===== config.mk =====
export PLATFORM = sky130hd
export DESIGN_NAME = ffha_ctrl
export DESIGN_NICKNAME = d
export VERILOG_FILES = /design/src/design/ffha_pkg.sv /design/src/design/ffha_ctrl.sv
export SDC_FILE = /design/constraint.sdc
export NUM_CORES = 1
export LEC_CHECK = 0
export ABC_AREA = 1
export BUFFER_PORTS_ARGS = -buffer_cell sky130_fd_sc_hd__buf_2
export CAP_MARGIN = 40
export CORE_UTILIZATION = 57
export CTS_CLUSTER_SIZE = 40
export DETAILED_ROUTE_END_ITERATION = 7
export GPL_TIMING_DRIVEN = 0
export PLACE_DENSITY = 0.84
export SYNTH_ARGS = -nofsm -noshare
export SYNTH_HDL_FRONTEND = slang
export SYNTH_SLANG_ARGS = --single-unit
export TNS_END_PERCENT = 30

===== constraint.sdc =====
create_clock -name clk -period 4 [get_ports clk]
set_clock_uncertainty 0.1 [all_clocks]
set_input_delay 1 -clock clk [delete_from_list [all_inputs] [get_ports clk]]
set_output_delay 1 -clock clk [all_outputs]
set_load 0.03 [all_outputs]

===== src/design/ffha_pkg.sv =====
// Shared types and constants for the first-fit heap allocator.
// No dependencies.
`default_nettype none
package ffha_pkg;
  localparam logic [1:0] OP_ALLOC   = 2'd0;
  localparam logic [1:0] OP_ALIGNED = 2'd1;
  localparam logic [1:0] OP_FREE    = 2'd2;
  localparam logic [1:0] OP_QUERY   = 2'd3;

  localparam logic [1:0] ST_OK      = 2'd0;
  localparam logic [1:0] ST_NOSPACE = 2'd1;
  localparam logic [1:0] ST_ZERO    = 2'd2;
  localparam logic [1:0] ST_INVALID = 2'd3;

  localparam int unsigned HDR_OVERHEAD = 2;

  // Datapath micro-operations issued by the controller.
  typedef enum logic [4:0] {
    CMD_IDLE   = 5'd0,
    CMD_LOAD   = 5'd1,   // latch request, set walker to zero
    CMD_RDWALK = 5'd2,   // issue read at walker
    CMD_STEP   = 5'd3,   // evaluate read data, advance walker
    CMD_SPLIT  = 5'd4,   // write remainder header
    CMD_TAKE   = 5'd5,   // write allocated header
    CMD_ALIGN  = 5'd6,   // write aligned header, shrink leading block
    CMD_RDH    = 5'd7,   // read header at h
    CMD_LOOKUP = 5'd8,   // check looked-up header
    CMD_RELH   = 5'd9,   // mark h free
    CMD_RDN    = 5'd10,  // read next of h
    CMD_MRGN   = 5'd11,  // merge next into h
    CMD_PWALK  = 5'd12,  // set walker to zero for previous search
    CMD_PSTEP  = 5'd13,  // previous search step
    CMD_MRGP   = 5'd14,  // merge h into previous
    CMD_DONE   = 5'd15,  // latch result
    CMD_CLR    = 5'd16   // clearing pass write
  } ffha_cmd_t;

  typedef struct packed {
    logic found;      // walk hit a fitting free block
    logic walk_end;   // walker reached heap end
    logic bad_req;    // status not OK: zero size, bad alignment, no space or bad lookup
    logic need_align; // aligned split applies
    logic lookup_ok;
    logic next_free;  // next block exists and is free
    logic prev_hit;   // previous search reached h
    logic prev_end;   // previous search reached or passed h
    logic clr_done;
    logic is_query;
    logic is_free;
    logic split;      // fitted block larger than request
  } ffha_stat_t;
endpackage
`default_nettype wire


===== src/design/ffha_ctrl.sv =====
// Controller state machine for the heap allocator.
// Depends on ffha_pkg.
`default_nettype none
module ffha_ctrl (
  input  wire logic                 clk,
  input  wire logic                 rst,
  input  wire logic                 in_fire,
  input  wire logic [1:0]           in_op,
  input  wire logic                 out_free,
  input  wire ffha_pkg::ffha_stat_t stat,
  output ffha_pkg::ffha_cmd_t       cmd,
  output logic                      busy,
  output logic                      done
);
  import ffha_pkg::*;
  typedef enum logic [13:0] {
    S_CLR = 14'd1, S_IDLE = 14'd2, S_RD = 14'd4, S_STEP = 14'd8, S_SPLIT = 14'd16,
    S_TAKE = 14'd32, S_ALIGN = 14'd64, S_RDH = 14'd128, S_LOOK = 14'd256,
    S_RELH = 14'd512, S_RDN = 14'd1024, S_MRGN = 14'd2048, S_PRD = 14'd4096,
    S_DONE = 14'd8192
  } st_t;
  st_t state, state_next;
  logic pwalk, pwalk_next, pmerge, pmerge_next;

  always_ff @(posedge clk) begin
    if (rst) begin
      state <= S_CLR; pwalk <= 1'b0; pmerge <= 1'b0;
    end else begin
      state <= state_next; pwalk <= pwalk_next; pmerge <= pmerge_next;
    end
  end

  always_comb begin
    state_next = state; cmd = CMD_IDLE; pwalk_next = pwalk; pmerge_next = 1'b0;
    done = 1'b0;
    case (state)
      S_CLR: begin cmd = CMD_CLR; if (stat.clr_done) state_next = S_IDLE; end
      S_IDLE: if (in_fire) begin
        cmd = CMD_LOAD; pwalk_next = 1'b0;
        state_next = (in_op == OP_FREE || in_op == OP_QUERY) ? S_RDH : S_RD;
      end
      S_RD: begin
        if (stat.bad_req) state_next = S_DONE;
        else begin cmd = pwalk ? CMD_PWALK : CMD_RDWALK; state_next = S_STEP; end
        if (pwalk) begin cmd = CMD_RDWALK; end
      end
      S_STEP: begin
        if (pwalk) begin
          cmd = CMD_PSTEP;
          if (stat.prev_end) state_next = S_DONE;
          else if (stat.prev_hit) state_next = S_PRD;
          else state_next = S_RD;
        end else begin
          cmd = CMD_STEP;
          if (stat.walk_end) state_next = S_DONE;
          else if (stat.found) state_next = stat.split ? S_SPLIT : S_TAKE;
          else state_next = S_RD;
        end
      end
      S_SPLIT: begin cmd = CMD_SPLIT; state_next = S_TAKE; end
      S_TAKE: begin cmd = CMD_TAKE; state_next = S_ALIGN; end
      S_ALIGN: if (stat.need_align) begin
        cmd = CMD_ALIGN; state_next = S_RELH;
      end else state_next = S_DONE;
      S_RDH: begin cmd = CMD_RDH; state_next = stat.bad_req ? S_DONE : S_LOOK; end
      S_LOOK: begin
        cmd = CMD_LOOKUP;
        if (!stat.lookup_ok || stat.is_query) state_next = S_DONE;
        else state_next = S_RELH;
      end
      S_RELH: begin cmd = CMD_RELH; state_next = S_RDN; end
      S_RDN: begin cmd = CMD_RDN; state_next = S_MRGN; end
      S_MRGN: begin
        if (stat.next_free) cmd = CMD_MRGN;
        pwalk_next = 1'b1;
        state_next = S_PRD;
        pmerge_next = 1'b1;
      end
      S_PRD: begin
        if (pmerge) begin cmd = CMD_PWALK; state_next = S_RD; end
        else begin cmd = CMD_MRGP; state_next = S_DONE; end
      end
      S_DONE: begin
        cmd = CMD_DONE;
        if (out_free) begin done = 1'b1; state_next = S_IDLE; end
      end
      default: state_next = S_IDLE;
    endcase
  end

  assign busy = (state != S_IDLE);
endmodule
`default_nettype wire

# Word-level counts from Yosys, hierarchy flattened
# Index checks and enable logic that the tools add are counted.
# word_totals
output_inout_bits	7
reg_bits	16
# op_classes
n_reduce_logical	6
eq_ne	20
n_mux	29
# op_table
operator	n
case mux 14 bit (14 select lines)	1
two-way mux 14 bit	11
case mux 5 bit (14 select lines)	1
== test 14 x 1 -> 1 bit, second input constant	1
== test 14 x 10 -> 1 bit, second input constant	1
== test 14 x 11 -> 1 bit, second input constant	1
== test 14 x 12 -> 1 bit, second input constant	1
== test 14 x 13 -> 1 bit, second input constant	1
== test 14 bit, second input constant	1
== test 14 x 2 -> 1 bit, second input constant	1
== test 14 x 3 -> 1 bit, second input constant	1
== test 14 x 4 -> 1 bit, second input constant	1
== test 14 x 5 -> 1 bit, second input constant	1
== test 14 x 6 -> 1 bit, second input constant	1
== test 14 x 7 -> 1 bit, second input constant	1
== test 14 x 8 -> 1 bit, second input constant	1
== test 14 x 9 -> 1 bit, second input constant	1
inequality test 14 x 2 -> 1 bit, second input constant	1
two-way mux 13 bit	1
two-way mux 6 bit	2
two-way mux 4 bit	2
two-way mux 8 bit	1
inequality test 2 bit, second input constant	3
two-way mux 1 bit	5
other kinds (10)	13

# Logic depth before layout (Yosys ltp)
# Gate-level depths: netlist (run 1).
# depth
depth_word	5
depth_mapped	10
depth_no_buf	10

# Worst setup path after synthesis (run 1)
# No wires, ideal clock.
# synth_path
kind	input to output
startpoint	in stat[6] in the netlist's numbering
endpoint	out cmd[0]
path_stages	2
t_required_ns	2.900
arrival_ns	1.590
slack_ns	1.310
path_cell_list	inv_1 o2111ai_1
# synth_via
elab_chain_len	2
# synth_rtl
element	line_no	text
start, declared	ffha_ctrl.sv:10	input wire ffha_pkg::ffha_stat_t stat,
two-way mux 4 bit	ffha_ctrl.sv:74	if (stat.next_free) cmd = CMD_MRGN;
case mux 5 bit (14 select lines)	ffha_ctrl.sv:36	case (state)
end, declared	ffha_ctrl.sv:11	output ffha_pkg::ffha_cmd_t cmd,
# Every way passes these cells.

# Worst setup path in the final report (run 1)
# layout_path
startpoint	reg state[3]
endpoint	out cmd[0]
# layout_via
elab_chain_len	2
# layout_rtl
element	line_no	text
start, declared	ffha_ctrl.sv:22	st_t state, state_next;
start signal, assigned	ffha_ctrl.sv:29	state <= state_next; pwalk <= pwalk_next; pmerge <= pmerge_next;
== test 14 bit, or another cell as far along	ffha_ctrl.sv:36	
case mux 5 bit (14 select lines) (*)	ffha_ctrl.sv:36	
# Mark *: on every way between the ends. The rest lies on a longest branch, timed or not.

==> summary.md, run 1 <==
| Metric | Value |
|---|---|
| Initial Util | 62.7% |
| Syn nets | 194 |
| Final worst-path cycle share | 74.0% |
| Leak pwr | 0.000659 uW |
| R2R setup slack | 2390 ps |
| Vias in the first global route | 1054 |
| Crit-path max FO | 10 |
| Antenna diodes | 0 |
| WL/cell | 11.2 um |
| Register bit total from synthesis | 16 |
| I/O Pins | 25 |
| Cell with the most instances after synthesis | nand2_1 |
| Worst slew margin | 68.9% |
| Max-cap violations | 0 |
| Worst skew pair latency | 280 ps |
| NumNets Final | 221 |
| Layout cells sized above 1 | 23.4% |
| Worst EP arrival | 1860 ps |
| Post-Place Cells | 223 |
| Post-CTS sizing | 0 |
| Post-Syn Area | 1110 um^2 |
| Via count | 1207 |
| Fin area | 1270 um^2 |
| Post-Syn Instances | 176 |
| Clock Tree Root | clkbuf_4 |
| Synth warn | 0 |
| Worst Setup End Kind | output pin |
| R2R depth | 9 |
| First-pass GRT wire length | 4190 um |
| Hpwl dp | 2060 um |
| Fin. max-slew vios | 0 |
| Peak supply drop | 0.185 mV |
| Chip height | 46.1 um |
| CTS Hold Buffers Added | 0 |
| Syn_area_per_cell | 6.28 um^2 |
| GR Overflow Total | 0 |
| Sequential area share after synthesis | 29.0% |
| Row cnt | 15 |
| Setup bufs post-CTS | 0 |
| Routability Congestion | 0.902 |
| Number of CTS-inserted buffers | 3 |
| Final Routed Wirelength | 2520 um |
| CTS tree | yes |
| Setup crit start | state[3] |
| Worst Setup EP | cmd[0] |
| Number of clock sinks | 16 |
| Status | completed |
| EDFF count, synth | 0 |
| Worst slew pin tran | 466 ps |
| Final ANT Viol Nets | 0 |
| Port Buffers | 22 |
| FF-to-FF Start | state[3] |
| FFs w/ async S/R, synth | 0% |
| Synth Flop Type | dfxtp_1 |
| Dpl cell area | 1250 um^2 |
| Cell taking the most area after synthesis | dfxtp_1 |
| Initial antenna violation count | 0 |
| F_max | 338 MHz |
| Pwr dens | 238 nW/um^2 |
| Tmin final | 2960 ps |
| Critical Path Start Type | flop |
| Clock buffer depth | 2 |
| RSZ-0062 raised after global routing | false |
| Critical path class | reg -> out |
| Fin cells | 226 |
| Worst Hold Class | reg -> reg |
| Final setup violating endpoints | 0 |
| Global Route Usage Sum | 27.5% |
| Drt initial violations | 38 |
| Yosys top cell area share | 29.0% |
| Setup TNS | 0 ps |
| Post-synthesis cell type count | 27 |
| Synth cell count leaders | nand2_1, nor2_1, inv_1, nand3_1, dfxtp_1 |
| Vias per std cell | 5.34 |
| Area contributors post-synth | dfxtp_1, nand2_1, nor2_1 |
| DIE AREA | 2120 um^2 |
| Clk slew on worst S/H paths | 90 ps |
| Required @ worst endpoint | 2900 ps |
| Die Wd | 46.1 um |
| Final core occ | 72.0% |
| Largest net degree at the start of global routing | 11 |
| Htree depth | 1 |
| DRC viols | 0 |
| Hold Violations, Final | 0 |
| Worst R2R End | state[1] |
| Area Overhead vs Synth | 14.8% |
| Core Area | 1760 um^2 |
| TritonRoute pass-1 iters | 4 |
==> final cells by class <==
type	count	area [um^2]
buffer	4	30.0
clock buffer	3	22.5
fill	172	494
inverter	21	80.1
multi-input combinational	135	676
sequential	16	320
tap	25	31.3
timing repair buffer	22	110
==> placed cells by master, fill, tap and decap left out, types with 2 or more instances in the layout <==
master	synthesis	final
nand2_1	38	38
nor2_1	34	34
buf_2	0	22
inv_1	20	20
nand3_1	17	17
dfxtp_1	16	16
nor3_1	7	7
nor2_2	5	5
a21oi_1	5	5
nand2_2	4	4
nand4_1	4	4
nor2_4	3	3
nand3b_1	3	3
o21ai_0	3	3
clkbuf_4	0	3
buf_6	2	2
clkbuf_1	2	2
nand3_2	2	2
==> critical path: stages, from the launching register on <==
cell	delay (ps)
dfxtp_1	330
nor2_1	210
nand2_2	140
nor2_2	150
buf_6	150
nand2_1	110
and3_1	190
o2111ai_1	70
buf_2	230
==> worst min path at each step <==
stage	startpoint	endpoint	cells past startpoint
after detailed placement	state[8]	state[9]	4
after global placement	state[8]	state[9]	4
after CTS	state[8]	state[9]	4
after floorplan	pmerge	state[2]	4
after global routing	pmerge	state[2]	4
final	state[8]	state[9]	4
==> flip-flops by register name, summed over array words and instances (netlist names) <==
name / flops
state: 14
pmerge: 1
pwalk: 1
==> metrics by stage <==
stage / hold slack (ps) / setup slack [ps] / total power, uW
final: 543 / 1040 / 302
after global routing: 591 / 830 / 316
after CTS: 545 / 1050 / 302
after detailed placement: 531 / 1160 / 222
after global placement: 520 / 1180 / 220
after floorplan: 471 / 1310 / 203
==> cells by family after synthesis <==
logic type | count (synthesis) | synth area share, %
compound gates | 13 | 7.47
buf+inv | 25 | 9.95
flops | 16 | 29.0
simple gates | 122 | 53.6
==> power by group <==
group	switching (uW)	internal (uW)
combinational	35.8	19.6
clock	48.7	35.0
sequential	1.51	162
total	86.1	216
==> layer usage <==
metal	vias up	share of wire, %	GRT usage (%)
met3	9	5.0	2.75
met5	-	0	0
met1	541	44	33.9
met4	0	2.1	10.6
li1	618	-	-
met2	39	49	48.5
Power figures use the tool's default switching activity.
==> run 2, diff against run 1 <==
--- a/config.mk
+++ b/config.mk
@@ -8,11 +8,11 @@
 export ABC_AREA = 1
 export BUFFER_PORTS_ARGS = -buffer_cell sky130_fd_sc_hd__buf_2
 export CAP_MARGIN = 40
-export CORE_UTILIZATION = 57
+export CORE_UTILIZATION = 53
 export CTS_CLUSTER_SIZE = 40
 export DETAILED_ROUTE_END_ITERATION = 7
 export GPL_TIMING_DRIVEN = 0
-export PLACE_DENSITY = 0.84
+export PLACE_DENSITY = 0.78
 export SYNTH_ARGS = -nofsm -noshare
 export SYNTH_HDL_FRONTEND = slang
 export SYNTH_SLANG_ARGS = --single-unit
==> constraint.sdc (replaced) <==
create_clock -name clk -period 2.95 [get_ports clk]
set_clock_uncertainty 0.1 [all_clocks]
set_input_delay 0.7375 -clock clk [delete_from_list [all_inputs] [get_ports clk]]
set_output_delay 0.7375 -clock clk [all_outputs]
set_load 0.03 [all_outputs]
==> run 2 against run 1 <==
Clock power rose by 78%. Setup slack worse by 780 ps. Via count up 0.91%. Largest power group unchanged.
==> summary.md, run 2 (synthesis gave the netlist of run 1 again) <==
| Metric | Value |
|---|---|
| Largest net degree at the start of global routing | 11 (unchanged) |
| Commonest non-fill, non-tap cell in the layout | nand2_1 |
| Worst slew pin tran | 457 ps (-9.33 ps) |
| Setup bufs post-CTS | 0 (unchanged) |
| Dpl cell area | 1250 um^2 (+0.20%) |
| Worst skew pair latency | 290 ps (about the same) |
| Hold Violations, Final | 0 (unchanged) |
| Worst slew margin | 69.6% (+0.62 points) |
| Global Route Usage Sum | 25.3% (-2.2 points) |
| Htree depth | 1 (unchanged) |
| Final setup violating endpoints | 0 (unchanged) |
| Final ANT Viol Nets | 0 (unchanged) |
| DIE AREA | 2270 um^2 (+7.2%) |
| Dpl ws | 577 ps (-579 ps) |
| Met2 Use GR | 46.2% (-2.2 points) |
| Vias in the first global route | 976 (-7.4%) |
| Drt initial violations | 27 (-29%) |
| Row cnt | 16 (+1) |
| Final WS setup | 260 ps (-778 ps) |
| Crit-path max FO | 6 (-4) |
| Final Routed Wirelength | 2620 um (+3.6%) |
| RSZ-0062 raised after global routing | false |
| Clock Tree Root | clkbuf_4 |
| Port Buffers | 22 (unchanged) |
| Peak supply drop | 0.181 mV (-2.1%) |
| Pwr dens | 346 nW/um^2 (+45%) |
| CTS Hold Buffers Added | 0 (unchanged) |
| Fin cells | 229 (+1.3%) |
| Initial Util | 56.4% (-6.3 points) |
| Busiest grt layer | met2 |
| Clock buffer depth | 2 (unchanged) |
| R2R setup slack | 1370 ps (-1020 ps) |
| Number of clock sinks | 16 (unchanged) |
| Post-Place Cells | 225 (+0.90%) |
| First-pass GRT wire length | 3970 um (-5.1%) |
| Number of CTS-inserted buffers | 3 (unchanged) |
| Worst Hold Class | reg -> reg |
| Tmin final | 2690 ps |
| Final worst-path cycle share | 91.2% |
| NumNets Final | 221 (unchanged) |
| Routability Congestion | 0.830 (-7.9%) |
| Worst Setup End Kind | output pin |
| GR Overflow Total | 0 (unchanged) |
| Reg with most FFs | state |
| Max-cap violations | 0 (unchanged) |
| F_max | 372 MHz |
| Met1 usage | 30.1% (-3.8 points) |
| Leak pwr | 0.000667 uW (+1.1%) |
| Hpwl dp | 2190 um (+6.4%) |
| Via count | 1218 (+0.91%) |
| TritonRoute pass-1 iters | 4 (unchanged) |
| Initial antenna violation count | 0 (unchanged) |
| Fin. max-slew vios | 0 (unchanged) |
| Required @ worst endpoint | 2110 ps (-790 ps) |
| Worst EP arrival | 1850 ps (about the same) |
| Post-CTS sizing | 0 (unchanged) |
| Antenna diodes | 0 (unchanged) |
| Area Overhead vs Synth | 16.3% |
| Clk slew on worst S/H paths | 100 ps (about the same) |
| Setup TNS | 0 ps (unchanged) |
| Commonest non-fill, non-tap cells in the layout | nand2_1, nor2_1, buf_2 |
| Critical path class | reg -> out |
| Critical Path Start Type | flop |
| Regs by FF count | state x14, pmerge x1, pwalk x1 |
| Chip height | 47.7 um (+3.5%) |
| Vias per std cell | 5.32 (-0.41%) |
| Max reg flops | 14 (unchanged) |
| Status | completed |
| GR Layer Usage met3 | 3.77% (+1.0 points) |
| WL/cell | 11.4 um (+2.2%) |
| Core Area | 1960 um^2 (+11%) |
| DRC viols | 0 (unchanged) |
| Layout cells sized above 1 | 23.8% (+0.38 points) |
| I/O Pins | 25 (unchanged) |
| CTS tree | yes |
| Fin area | 1290 um^2 (+1.3%) |
| Die Wd | 47.7 um (+3.5%) |
-- run 2: changes by cell type in the layout (fill, tap and decap cells not counted) --
cell,previous run,this run
clkbuf_8,0,1
-- run 2: cell type report --
| class | instances | area (um^2) |
|---|---|---|
| buffer | 4 | 30.0 |
| clock buffer | 4 | 36.3 |
| fill | 210 | 676 |
| inverter | 21 | 80.1 |
| multi-input combinational | 135 | 676 |
| sequential | 16 | 320 |
| tap | 27 | 33.8 |
| timing repair buffer | 22 | 110 |
-- run 2: final timing paths --
path | start | end | cells after the start
max | state[3] | cmd[1] | 8
min | pmerge | state[2] | 4
max reg2reg | state[3] | state[1] | 9
min reg2reg | pmerge | state[2] | 4
-- run 2: power breakdown --
part | switching, uW | internal (uW) | total (uW)
logic | 48.2 | 26.5 | 74.7
clock network | 73.7 | 75.1 | 149
registers | 2.19 | 220 | 222
total | 124 | 321 | 445
-- run 2: routing by layer --
metal,part of all wire (%),wire length [um]
met1,43,1120
met2,50,1320
met3,5.2,137
met4,1.4,37
met5,0,0
-- run 2: worst max-delay path, stage by stage (launching register included) --
cell and delay, ps:
dfxtp_1 330, nor2_1 190, nand2_2 130, nor2_2 150, nand3_1 210, o21ai_1 200
inv_1 80, nand3_1 80, buf_2 190
-- run 2: metrics by stage --
step                utilization, %  total power (uW)  hold slack [ps]
finish                        65.6               445              546
detailed placement            63.7               301              521
CTS                           65.6               445              535
global placement              63.7               299              518
global route                  65.6               467              568
floorplan                        -               276              471
==> run 3, diff against run 2 <==
--- a/config.mk
+++ b/config.mk
@@ -8,11 +8,10 @@
 export ABC_AREA = 1
 export BUFFER_PORTS_ARGS = -buffer_cell sky130_fd_sc_hd__buf_2
 export CAP_MARGIN = 40
-export CORE_UTILIZATION = 53
+export CORE_UTILIZATION = 25
 export CTS_CLUSTER_SIZE = 40
 export DETAILED_ROUTE_END_ITERATION = 7
 export GPL_TIMING_DRIVEN = 0
-export PLACE_DENSITY = 0.78
 export SYNTH_ARGS = -nofsm -noshare
 export SYNTH_HDL_FRONTEND = slang
 export SYNTH_SLANG_ARGS = --single-unit
==> constraint.sdc (replaced) <==
create_clock -name clk -period 3.4 [get_ports clk]
set_clock_uncertainty 0.1 [all_clocks]
set_input_delay 0.85 -clock clk [delete_from_list [all_inputs] [get_ports clk]]
set_output_delay 0.85 -clock clk [all_outputs]
set_load 0.03 [all_outputs]
==> run 3 against run 2 <==
Sequential power decreased by 14%. Flip-flop and latch count unchanged. Count of clock-buffer cells in the layout is the same. Global-route usage shrank 12 points. Register-to-register slack gained 460 ps. Routed wire length grew 4.8%. Non-clock buffer count is the same. Setup slack gained 380 ps. First-iteration DRC count is 130% higher.
==> summary.md, run 3 (synthesis gave the netlist of run 1 again) <==
| Metric | Value |
|---|---|
| Reg with most FFs | state |
| DIE AREA | 4690 um^2 (+110%) |
| TritonRoute pass-1 iters | 4 (unchanged) |
| Max reg flops | 14 (unchanged) |
| CTS Hold Buffers Added | 0 (unchanged) |
| Number of clock sinks | 16 (unchanged) |
| Core Area | 4120 um^2 (+110%) |
| Setup crit start | state[3] |
| Row cnt | 23 (+7) |
| Global Route Usage Sum | 13.4% (-12 points) |
| Worst path depth | 8 (unchanged) |
| Worst slew pin tran | 472 ps (+15.5 ps) |
| Worst EP arrival | 1810 ps (-40 ps) |
| Busiest grt layer | met2 |
| GR Layer Usage met3 | 0.987% (-2.8 points) |
| Worst R2R End | state[1] |
| I/O Pins | 25 (unchanged) |
| Clock network fraction of total power | 39.9% (+6.5 points) |
| Worst skew pair latency | 250 ps (-40 ps) |
| Drt initial violations | 61 (+130%) |
| Antenna diodes | 0 (unchanged) |
| WL/cell | 10.9 um (-4.8%) |
| Number of CTS-inserted buffers | 3 (unchanged) |
| Layout cells sized above 1 | 23.8% (unchanged) |
| Sequential Power Share | 44.9% (-4.9 points) |
| Routability Congestion | 0.852 (+2.6%) |
| Largest net degree at the start of global routing | 11 (unchanged) |
| Dpl cell area | 1280 um^2 (+2.3%) |
| Setup bufs post-CTS | 0 (unchanged) |
| R2R setup slack | 1830 ps (+460 ps) |
| Regs by FF count | state x14, pmerge x1, pwalk x1 |
| Clock Tree Root | clkbuf_8 |
| R2R depth | 9 (unchanged) |
| First-pass GRT wire length | 4520 um (+14%) |
| P_int | 317 uW (-1.4%) |
| Final WS setup | 642 ps (+382 ps) |
| Comb power frac | 15.2% (-1.6 points) |
| Die Wd | 68.5 um (+44%) |
| GR Overflow Total | 0 (unchanged) |
| Htree depth | 1 (unchanged) |
| Worst Setup EP | cmd[0] |
| Clk slew on worst S/H paths | 60 ps (-40 ps) |
| Post-CTS sizing | 0 (unchanged) |
| Critical path class | reg -> out |
| Fin area | 1330 um^2 (+3.7%) |
| FF-to-FF Start | state[3] |
| CP Cell Sequence | nor2_1 > nand2_2 > nor2_2 > buf_6 > nand2_1 > and3_1 > o2111ai_1 > buf_2 |
| Max incr delay on CP | 320 ps (about the same) |
| Buf+Inv Stages, Crit Path | 2 (unchanged) |
| Final Routed Wirelength | 2740 um (+4.8%) |
| NetSw | 112 uW (-9.9%) |
| Port Buffers | 22 (unchanged) |
| NumNets Final | 221 (unchanged) |
| Commonest non-fill, non-tap cells in the layout | nand2_1, nor2_1, buf_2 |
| Required @ worst endpoint | 2450 ps (+340 ps) |
| Initial Util | 26.9% (-30 points) |
| Crit-path max FO | 10 (+4) |
| Leak pwr | 0.000674 uW (+1.2%) |
| Final worst-path cycle share | 81.1% |
| Worst Setup End Kind | output pin |
| CTS tree | yes |
| Via count | 1170 (-3.9%) |
| Commonest non-fill, non-tap cell in the layout | nand2_1 |
| Clock buffer depth | 2 (unchanged) |
| Final setup violating endpoints | 0 (unchanged) |
| RSZ-0062 raised after global routing | false |
| Peak supply drop | 0.0918 mV (-49%) |
| Critical Path Start Type | flop |
| Chip height | 68.5 um (+44%) |
| Area Overhead vs Synth | 20.6% |
| Met2 Use GR | 21.8% (-24 points) |
| Hold Violations, Final | 0 (unchanged) |
| Initial antenna violation count | 0 (unchanged) |
| Setup TNS | 0 ps (unchanged) |
| Final ANT Viol Nets | 0 (unchanged) |
| CP max-delay cell | dfxtp_1 |
| Status | completed |
| Top delay family on crit path | simple AND/OR/NAND/NOR gates |
| Max-cap violations | 0 (unchanged) |
| Tmin final | 2760 ps |
| Vias per std cell | 4.64 (-13%) |
| Number of fill cells | 461 (+120%) |
| Pwr dens | 321 nW/um^2 (-7.2%) |
| Hpwl dp | 2290 um (+4.6%) |
| F_max | 363 MHz |
| Fin. max-slew vios | 0 (unchanged) |
| Sw Share | 26.1% (-1.8 points) |
| Worst Hold Class | reg -> reg |
| Met1 usage | 17.2% (-13 points) |
| Vias in the first global route | 1021 (+4.6%) |
| Dpl ws | 852 ps (+275 ps) |
| Worst slew margin | 68.5% (-1.0 points) |
| DRC viols | 0 (unchanged) |
[run 3: per-layer routing]
layer | vias to the layer above | wire (um) | share of wire [%]
li1 | 627 | - | -
met1 | 505 | 1340 | 49
met2 | 33 | 1210 | 44
met3 | 5 | 123 | 4.5
met4 | 0 | 68 | 2.5
met5 | - | 0 | 0
[run 3: tightest hold or removal path: cells and delay by family, from the launching register on]
family	cells	cell delay (ps)
DFF	1	310
and+or+nand+nor	3	200
AOI/OAI and AO/OA	1	90
[run 3: worst min path at each step]
stage	slack (ps)	depth (start not counted)	from	endpoint
floorplan	470	4	pmerge	state[2]
global placement	520	4	state[8]	state[9]
detailed placement	530	4	state[5]	state[6]
CTS	540	4	state[5]	state[6]
global route	570	4	pmerge	state[2]
finish	540	4	pmerge	state[2]
[run 3: final cells by class]
class / count / area (um^2) / share of cell area (%)
tap: 50 / 62.6 / 4.69
clock buffer: 4 / 55.1 / 4.13
multi-input combinational: 135 / 676 / 50.7
timing repair buffer: 22 / 110 / 8.26
sequential: 16 / 320 / 24.0
buffer: 4 / 30.0 / 2.25
inverter: 21 / 80.1 / 6.00
[run 3: power by group through the flow]
stage          Sequential (uW)  Combinational, uW  Clock, uW
4_1_cts                    193               65.8        175
6_report                   192               65.1        171
5_1_grt                    193               71.9        184
3_3_place_gp               197               65.1          0
3_5_place_dp               197               65.6          0
2_1_floorplan              196               42.9          0
[run 3: stage by stage]
stage	instances	power [uW]	hold slack (ps)	utilization, %
floorplan	176	239	471	-
global placement	248	262	525	31.1
detailed placement	248	262	529	31.1
CTS	252	433	538	32.4
global route	252	449	572	32.4
finish	252	428	535	32.4
